===== config.mk =====
export PLATFORM = sky130hd
export DESIGN_NAME = av_sync_frame_pacer_core
export DESIGN_NICKNAME = d
export VERILOG_FILES = /design/src/hw/rtl/avsfp_pkg.sv /design/src/hw/rtl/avsfp_cfg_regs.sv /design/src/hw/rtl/avsfp_in_reg.sv /design/src/hw/rtl/avsfp_decide.sv /design/src/hw/rtl/avsfp_out_reg.sv /design/src/hw/rtl/av_sync_frame_pacer_core.sv
export SDC_FILE = /design/constraint.sdc
export NUM_CORES = 1
export LEC_CHECK = 0
export ABC_AREA = 0
export BUFFER_PORTS_ARGS = -buffer_cell sky130_fd_sc_hd__buf_2
export CAP_MARGIN = 20
export CORE_MARGIN = 1.5
export CORE_UTILIZATION = 45
export CTS_CLUSTER_SIZE = 12
export DETAILED_ROUTE_END_ITERATION = 10
export SYNTH_ARGS = -nofsm -noshare
export SYNTH_HDL_FRONTEND = slang
export SYNTH_HIERARCHICAL = 1
export SYNTH_SLANG_ARGS = --single-unit

===== constraint.sdc =====
create_clock -name clk_i -period 9.9 [get_ports clk_i]
set_input_delay 0.495 -clock clk_i [delete_from_list [all_inputs] [get_ports clk_i]]
set_output_delay 0.495 -clock clk_i [all_outputs]
set_load 0.01 [all_outputs]

===== src/hw/rtl/avsfp_pkg.sv =====
package avsfp_pkg;

  localparam int unsigned PtsW   = 40;
  localparam int unsigned TickW  = 32;
  localparam int unsigned PlayW  = 10;
  localparam int unsigned DelayW = 17;
  localparam int unsigned ThrW   = 16;
  localparam int unsigned CfgIdxW = 2;

  localparam int unsigned InDataW  = 88;
  localparam int unsigned OutDataW = 64;

  localparam logic [TickW-1:0] StaleMs = TickW'(2000);
  localparam logic [ThrW-1:0]  DiffMinRst = ThrW'(100);
  localparam logic [ThrW-1:0]  DiffMaxRst = ThrW'(2000);

  typedef enum logic [CfgIdxW-1:0] {
    REG_SYNC_MODE = 2'd0,
    REG_DIFF_MIN  = 2'd1,
    REG_DIFF_MAX  = 2'd2,
    REG_UNUSED    = 2'd3
  } cfg_reg_e;

  typedef enum logic {
    OP_VIDEO = 1'b0,
    OP_AUDIO = 1'b1
  } op_e;

  typedef struct packed {
    logic            sync_mode;
    logic [ThrW-1:0] diff_min;
    logic [ThrW-1:0] diff_max;
  } cfg_t;

  typedef struct packed {
    op_e              operation;
    logic [PtsW-1:0]  pts;
    logic [TickW-1:0] now;
    logic [PlayW-1:0] play;
  } in_item_t;

  typedef struct packed {
    logic [DelayW-1:0] delay;
    logic              drop;
    logic [PtsW-1:0]   other_pts;
    logic              audio_present;
  } out_item_t;

endpackage


===== src/hw/rtl/avsfp_cfg_regs.sv =====
module avsfp_cfg_regs (
  input  logic                          clk_i,
  input  logic                          rst_ni,
  input  logic                          cfg_valid_i,
  output logic                          cfg_ready_o,
  input  logic [avsfp_pkg::CfgIdxW-1:0] cfg_index_i,
  input  logic [avsfp_pkg::ThrW-1:0]    cfg_data_i,
  output avsfp_pkg::cfg_t               cfg_o
);
  import avsfp_pkg::*;

  cfg_t cfg_q, cfg_d;

  assign cfg_ready_o = 1'b1;

  always_comb begin
    cfg_d = cfg_q;
    if (cfg_valid_i) begin
      unique case (cfg_reg_e'(cfg_index_i))
        REG_SYNC_MODE: cfg_d.sync_mode = cfg_data_i[0];
        REG_DIFF_MIN:  cfg_d.diff_min  = cfg_data_i;
        REG_DIFF_MAX:  cfg_d.diff_max  = cfg_data_i;
        default: ;
      endcase
    end
  end

  always_ff @(posedge clk_i or negedge rst_ni) begin
    if (!rst_ni) begin
      cfg_q.sync_mode <= 1'b0;
      cfg_q.diff_min  <= DiffMinRst;
      cfg_q.diff_max  <= DiffMaxRst;
    end else begin
      cfg_q <= cfg_d;
    end
  end

  assign cfg_o = cfg_q;

endmodule


===== src/hw/rtl/avsfp_in_reg.sv =====
module avsfp_in_reg (
  input  logic                 clk_i,
  input  logic                 rst_ni,
  input  logic                 in_valid_i,
  output logic                 in_ready_o,
  input  avsfp_pkg::in_item_t  in_item_i,
  input  logic                 pop_i,
  output logic                 valid_o,
  output avsfp_pkg::in_item_t  item_o
);
  import avsfp_pkg::*;

  logic     valid_q, valid_d;
  in_item_t item_q;
  logic     push;

  assign in_ready_o = !valid_q || pop_i;
  assign push       = in_valid_i && in_ready_o;

  always_comb begin
    valid_d = valid_q;
    if (push) begin
      valid_d = 1'b1;
    end else if (pop_i) begin
      valid_d = 1'b0;
    end
  end

  always_ff @(posedge clk_i or negedge rst_ni) begin
    if (!rst_ni) begin
      valid_q <= 1'b0;
    end else begin
      valid_q <= valid_d;
    end
  end

  always_ff @(posedge clk_i) begin
    if (push) begin
      item_q <= in_item_i;
    end
  end

  assign valid_o = valid_q;
  assign item_o  = item_q;

endmodule


===== src/hw/rtl/avsfp_decide.sv =====
module avsfp_decide (
  input  logic                 clk_i,
  input  logic                 rst_ni,
  input  logic                 fire_i,
  input  avsfp_pkg::in_item_t  item_i,
  input  avsfp_pkg::cfg_t      cfg_i,
  output avsfp_pkg::out_item_t result_o
);
  import avsfp_pkg::*;

  localparam int unsigned SW = PtsW + 2;

  logic [PtsW-1:0]  video_pts_q, video_pts_d;
  logic [PtsW-1:0]  audio_pts_q, audio_pts_d;
  logic [TickW-1:0] audio_tick_q, audio_tick_d;
  logic [TickW-1:0] free_tick_q, free_tick_d;

  logic signed [SW-1:0] diff_v, step, av, neg_av, free_d, v, dmin_s, dmax_s;
  logic [TickW-1:0]     since_audio, since_free;
  logic                 stale, free_ok, step_pos;
  logic [6:0]           x2;
  logic [15:0]          prod;
  logic signed [10:0]   base;
  logic signed [11:0]   quarter, half, stretch;
  logic [DelayW-1:0]    delay_video, delay_fresh, delay_free, delay_audio;
  logic                 drop_audio;

  assign diff_v = $signed({2'b00, item_i.pts}) - $signed({2'b00, video_pts_q});
  assign step   = (video_pts_q != '0) ? diff_v : '0;
  assign av     = $signed({2'b00, audio_pts_q}) - $signed({2'b00, item_i.pts});
  assign neg_av = -av;
  assign dmin_s = $signed({(SW-ThrW)'(0), cfg_i.diff_min});
  assign dmax_s = $signed({(SW-ThrW)'(0), cfg_i.diff_max});

  assign since_audio = item_i.now - audio_tick_q;
  assign since_free  = item_i.now - free_tick_q;
  assign stale       = (audio_pts_q == '0) || (since_audio > StaleMs);

  assign free_d  = diff_v - $signed({(SW-TickW)'(0), since_free});
  assign free_ok = (free_tick_q != '0) && !free_d[SW-1] && (free_d != '0) &&
                   (video_pts_q != '0) && (item_i.pts != video_pts_q);

  always_comb begin
    delay_free = '0;
    if (free_ok) begin
      if (|free_d[SW-1:ThrW]) begin
        delay_free = {1'b0, {ThrW{1'b1}}};
      end else begin
        delay_free = {1'b0, free_d[ThrW-1:0]};
      end
    end
  end

  // step*2/3 for step below 60: multiply twice the step by 171/512
  assign step_pos = !step[SW-1] && (step != '0);
  assign x2       = {step[5:0], 1'b0};
  assign prod     = 16'(x2) * 16'd171;

  always_comb begin
    delay_fresh = '0;
    if (!av[SW-1]) begin
      if (av > dmin_s) begin
        if (step_pos) begin
          delay_fresh = (step >= 42'sd40) ? DelayW'(20) : DelayW'(step[5:1]);
        end
      end else if (step_pos) begin
        delay_fresh = (step >= 42'sd60) ? DelayW'(40) : DelayW'(prod[15:9]);
      end
    end else if (neg_av >= dmax_s) begin
      delay_fresh = {1'b0, cfg_i.diff_max};
    end else begin
      delay_fresh = {1'b0, neg_av[ThrW-1:0]};
    end
  end

  always_comb begin
    delay_video = '0;
    if (!cfg_i.sync_mode) begin
      delay_video = stale ? delay_free : delay_fresh;
    end
  end

  assign v       = $signed({2'b00, video_pts_q}) - $signed({2'b00, item_i.pts});
  assign base    = 11'sd39 - $signed({1'b0, item_i.play});
  assign quarter = (12'(base) + (base[10] ? 12'sd3 : 12'sd0)) >>> 2;
  assign half    = (12'(base) + (base[10] ? 12'sd1 : 12'sd0)) >>> 1;

  always_comb begin
    drop_audio  = 1'b0;
    stretch     = '0;
    if (cfg_i.sync_mode) begin
      if (v > dmin_s) begin
        drop_audio = 1'b1;
      end else if (v < -dmin_s) begin
        if (v > -dmax_s) begin
          stretch = 12'(base) + quarter;
        end else begin
          stretch = 12'(base) + half;
        end
      end
    end
    delay_audio = DelayW'(stretch);
  end

  always_comb begin
    result_o = '0;
    unique case (item_i.operation)
      OP_VIDEO: begin
        result_o.delay         = delay_video;
        result_o.other_pts     = audio_pts_q;
        result_o.audio_present = !cfg_i.sync_mode && !stale;
      end
      OP_AUDIO: begin
        result_o.delay     = delay_audio;
        result_o.drop      = drop_audio;
        result_o.other_pts = video_pts_q;
      end
      default: ;
    endcase
  end

  always_comb begin
    video_pts_d  = video_pts_q;
    audio_pts_d  = audio_pts_q;
    audio_tick_d = audio_tick_q;
    free_tick_d  = free_tick_q;
    if (fire_i) begin
      unique case (item_i.operation)
        OP_VIDEO: begin
          video_pts_d = item_i.pts;
          if (!cfg_i.sync_mode && stale) begin
            free_tick_d = item_i.now;
          end
        end
        OP_AUDIO: begin
          audio_pts_d  = item_i.pts;
          audio_tick_d = item_i.now;
        end
        default: ;
      endcase
    end
  end

  always_ff @(posedge clk_i or negedge rst_ni) begin
    if (!rst_ni) begin
      video_pts_q  <= '0;
      audio_pts_q  <= '0;
      audio_tick_q <= '0;
      free_tick_q  <= '0;
    end else begin
      video_pts_q  <= video_pts_d;
      audio_pts_q  <= audio_pts_d;
      audio_tick_q <= audio_tick_d;
      free_tick_q  <= free_tick_d;
    end
  end

endmodule


===== src/hw/rtl/avsfp_out_reg.sv =====
module avsfp_out_reg (
  input  logic                 clk_i,
  input  logic                 rst_ni,
  input  logic                 load_i,
  input  avsfp_pkg::out_item_t result_i,
  output logic                 room_o,
  output logic                 out_valid_o,
  input  logic                 out_ready_i,
  output avsfp_pkg::out_item_t out_item_o
);
  import avsfp_pkg::*;

  logic      valid_q, valid_d;
  out_item_t item_q;

  assign room_o = !valid_q || out_ready_i;

  always_comb begin
    valid_d = valid_q;
    if (load_i) begin
      valid_d = 1'b1;
    end else if (out_ready_i) begin
      valid_d = 1'b0;
    end
  end

  always_ff @(posedge clk_i or negedge rst_ni) begin
    if (!rst_ni) begin
      valid_q <= 1'b0;
    end else begin
      valid_q <= valid_d;
    end
  end

  always_ff @(posedge clk_i) begin
    if (load_i) begin
      item_q <= result_i;
    end
  end

  assign out_valid_o = valid_q;
  assign out_item_o  = item_q;

endmodule


===== src/hw/rtl/av_sync_frame_pacer_core.sv =====
// Path: an input transfer is held in the input register, then its result in the result
// register, from which it goes out on m_axis once the output side is free.
// Throughput: one item per cycle while m_axis is ready, set by the input register
// feeding the decision logic and result register; state updates as each result is registered.
// Reset (rst_ni low, asynchronous): stream state cleared to zero, thresholds back to
// 100 and 2000 ms, audio-master mode, both stages empty.
module av_sync_frame_pacer_core (
  input  logic                           clk_i,
  input  logic                           rst_ni,
  // tdata: pts_ms[39:0], now_ms[71:40], play_time_ms[81:72], zero pad
  input  logic [avsfp_pkg::InDataW-1:0]  s_axis_tdata,
  // tuser: operation
  input  logic                           s_axis_tuser,
  input  logic                           s_axis_tvalid,
  output logic                           s_axis_tready,
  // tdata: delay_ms[16:0], drop_frame[17], other_pts_ms[57:18], audio_present[58], zero pad
  output logic [avsfp_pkg::OutDataW-1:0] m_axis_tdata,
  output logic                           m_axis_tvalid,
  input  logic                           m_axis_tready,
  input  logic                           cfg_valid_i,
  output logic                           cfg_ready_o,
  input  logic [avsfp_pkg::CfgIdxW-1:0]  cfg_index_i,
  input  logic [avsfp_pkg::ThrW-1:0]     cfg_data_i
);
  import avsfp_pkg::*;

  cfg_t      cfg;
  in_item_t  in_item, stage_item;
  out_item_t result, out_item;
  logic      stage_valid, room, fire;

  assign in_item.operation = op_e'(s_axis_tuser);
  assign in_item.pts       = s_axis_tdata[39:0];
  assign in_item.now       = s_axis_tdata[71:40];
  assign in_item.play      = s_axis_tdata[81:72];

  assign fire = stage_valid && room;

  avsfp_cfg_regs u_cfg (
    .clk_i       (clk_i),
    .rst_ni      (rst_ni),
    .cfg_valid_i (cfg_valid_i),
    .cfg_ready_o (cfg_ready_o),
    .cfg_index_i (cfg_index_i),
    .cfg_data_i  (cfg_data_i),
    .cfg_o       (cfg)
  );

  avsfp_in_reg u_in (
    .clk_i      (clk_i),
    .rst_ni     (rst_ni),
    .in_valid_i (s_axis_tvalid),
    .in_ready_o (s_axis_tready),
    .in_item_i  (in_item),
    .pop_i      (fire),
    .valid_o    (stage_valid),
    .item_o     (stage_item)
  );

  avsfp_decide u_decide (
    .clk_i    (clk_i),
    .rst_ni   (rst_ni),
    .fire_i   (fire),
    .item_i   (stage_item),
    .cfg_i    (cfg),
    .result_o (result)
  );

  avsfp_out_reg u_out (
    .clk_i       (clk_i),
    .rst_ni      (rst_ni),
    .load_i      (fire),
    .result_i    (result),
    .room_o      (room),
    .out_valid_o (m_axis_tvalid),
    .out_ready_i (m_axis_tready),
    .out_item_o  (out_item)
  );

  assign m_axis_tdata = {5'b0, out_item.audio_present, out_item.other_pts,
                         out_item.drop, out_item.delay};

endmodule


==> flow_summary.json <==
{
  "fin_crit_sh_pct": 87.7,
  "ys_seq_area_share_pct": 27.8,
  "dr_total_vias": 27600,
  "clk_path_buf_depth": 3,
  "finalPower_mw": 11.6,
  "worst_slack_ns": 1.21,
  "grt_pass1_vias": 25800,
  "fp.dieW_um": 268,
  "drtIter0Drc": 2458,
  "hold_viol_final": 0,
  "synth_warnings": 6,
  "grt_pass1_wl_um": 153000,
  "cts_tree": "built",
  "ios": 179,
  "syn_to_final_growth_pct": 9.32,
  "setup.worst_path.class": "register to register",
  "cts_root_buf": "clkbuf_16",
  "grt_setup_unrepaired": "false",
  "wl_per_cell_um": 21.4,
  "cp-start-kind": "register",
  "start_util_pct": 45.7,
  "synth.area.top_cells": "ha_1 15%, edfxtp_1 14%, dfrtp_1 14%",
  "dieArea_sq_um": 71600,
  "cts_resized": 0,
  "ys_types": 103,
  "htree_levels": 2,
  "grt_util_all_layers_pct": 27.6,
  "cellPowerDensity_nw_per_um2": 338,
  "dr.pass1.iters": 5,
  "worst_hold_slack_ns": 0.0946,
  "rows": 96,
  "dp_cells": 4612,
  "final_cell_mix": "388 x ha_1, 284 x nand2_1, 281 x inv_1",
  "fp.dieH_um": 268,
  "overflow": 0,
  "cpMostUsedCell": "a21oi_1",
  "port_buffers": 166,
  "critPathCaptureType": "register",
  "min_path_cells": 1,
  "place_congestion": 0.974,
  "maxCapViolCount": 0,
  "finClkSkew_ns": 0.0294,
  "grt_max_degree": 81,
  "min_path_type": "primary input to register",
  "drc": 0,
  "critical_path.max_fanout": 21,
  "postCtsSetupRepairBufs": 0,
  "avgSynthCellArea_sq_um": 8.71,
  "slew_headroom_pct": 17.7,
  "drive_above_1_share_pct": 11.9,
  "postRouteAntennaNets": 0,
  "synth_cells": 3615,
  "antenna_found_initial": 2,
  "ff2ff_path_depth": 38,
  "syn_area_sq_um": 31500,
  "cp.arrival_ns": 9.10,
  "synth_seq_cells": 321,
  "final_common_cell": "ha_1",
  "cts_inserted_buffers": 38,
  "vias_per_cell": 5.89,
  "synth_top_area_share_pct": 15.4,
  "ys_async_sr_fraction_pct": 55.8,
  "dominantRegCellSynth": "dfrtp_1",
  "clock.fmax_mhz": 115,
  "drv_slew": 0,
  "wl_um": 100000,
  "ir_drop_uv": 174,
  "final_nets": 4236,
  "place_hpwl_um": 81400,
  "place_ws_ns": 1.22,
  "tns_ns": 0,
  "clk_latency_ns": 0.57,
  "period_minus_slack_ns": 8.69,
  "layout.cells.non_filler": 4684,
  "yosys.area.top_type": "ha_1",
  "p_leak_nw": 15.5,
  "clkTransAtPathRegs_ns": 0.06,
  "cts.sinks": 321,
  "finalSetupViolCount": 0,
  "worstPathRequired_ns": 10.32,
  "tightest_slew_ns": 1.22,
  "core_sq_um": 68900,
  "slowest_delay_ns": 0.46,
  "cpMaxStageDelayCell": "edfxtp_1",
  "outcome": "finished, final reports clean",
  "synth_edf_count": 142
}
flip-flops by register name (all words and copies together), names as in the netlist:
| name | cells |
|---|---|
| u_decide/free_tick_q | 32 |
| u_in/item_o | 83 |
| u_decide/video_pts_q | 40 |
| u_decide/audio_tick_q | 32 |
| u_cfg/cfg_o | 33 |
| u_in/valid_o | 1 |
| u_out/out_valid_o | 1 |
| u_decide/audio_pts_q | 40 |
| u_out/out_item_o | 59 |
synth_stat cells (76+ instances only):
cell and instances:
a21o_1 114, a21oi_1 252, clkbuf_1 104, dfrtp_1 170, edfxtp_1 142, ha_1 388
inv_1 281, mux2_2 117, nand2_1 285, nand3_1 76, nor2_1 204, nor3_1 89
o21ai_0 252, xnor2_1 151, xor2_1 85
metal layers:
layer | global-route usage [%] | up-vias | wire length [um] | part of all wire [%]
li1 | - | 13500 | - | -
met1 | 40.3 | 13100 | 47800 | 48
met2 | 42.3 | 891 | 42400 | 42
met3 | 3.43 | 147 | 6780 | 6.8
met4 | 8.49 | 0 | 3050 | 3.0
met5 | 0 | - | 0 | 0
what timing repair did:
item                                   CTS  global route
setup endpoints to repair                0             0
endpoints found under the hold margin   58             0
hold buffers                             1             0
layout make-up:
| cell class | count | area, sq um |
|---|---|---|
| diodes | 1 | 2.50 |
| clock buffers | 51 | 1120 |
| well taps | 931 | 1160 |
| fillers | 6696 | 34500 |
| inverters | 282 | 1060 |
| repair buffers | 185 | 985 |
| multi-input cells | 2894 | 21200 |
| clock inverters | 19 | 145 |
| flip-flops and latches | 321 | 8750 |
report_power, final:
part | switching, mW | total (mW) | internal, mW | leakage (nW)
sequential | 0.319 | 2.05 | 1.73 | 3.52
clock | 0.580 | 1.43 | 0.846 | 0.632
combinational | 5.00 | 8.16 | 3.17 | 11.3
stage by stage:
stage                     cell area [sq um]  util, %
after global routing                  34400     49.9
after detailed placement              33100     48.1
after global placement                33100     48.1
final                                 34400     49.9
after CTS                             34400     49.9
after floorplan                       31500        -
worst max-delay path, delay by kind of cell, from the launching register on:
family / cells / cell delay, ns
xor gates and xnor gates: 1 / 0.28
buffers and inverters: 2 / 0.36
adders and majority gates: 3 / 0.89
muxes: 3 / 0.77
DFF: 1 / 0.46
AOI/OAI and AO/OA: 18 / 3.52
and+or+nand+nor: 11 / 2.22
kinds of logic after synthesis:
family / synth area share (%)
AO/OA/AOI/OAI: 20.4
XOR/XNOR: 6.67
adder cells (fa/ha/maj): 16.3
buffers and inverters: 4.99
flip-flops: 27.8
multiplexers: 6.00
other: 0.0239
AND/OR/NAND/NOR: 17.8
path summary, 6_finish.rpt:
| check | end | slack [ns] | start |
|---|---|---|---|
| setup / recovery | u_out/out_item_o[54] | 1.21 | u_in/item_o[43] |
| hold / removal | u_in/item_o[9] | 0.09 | s_axis_tdata[81] |
| setup reg to reg | u_out/out_item_o[54] | 1.21 | u_in/item_o[43] |
| hold reg to reg | u_decide/audio_tick_q[0] | 0.49 | u_decide/audio_tick_q[0] |
| max in group asynchronous | u_decide/audio_tick_q[19] | 7.39 | rst_ni |
| min in group asynchronous | u_decide/video_pts_q[6] | 0.50 | rst_ni |
Note: power is estimated with default switching activity, not from simulation.
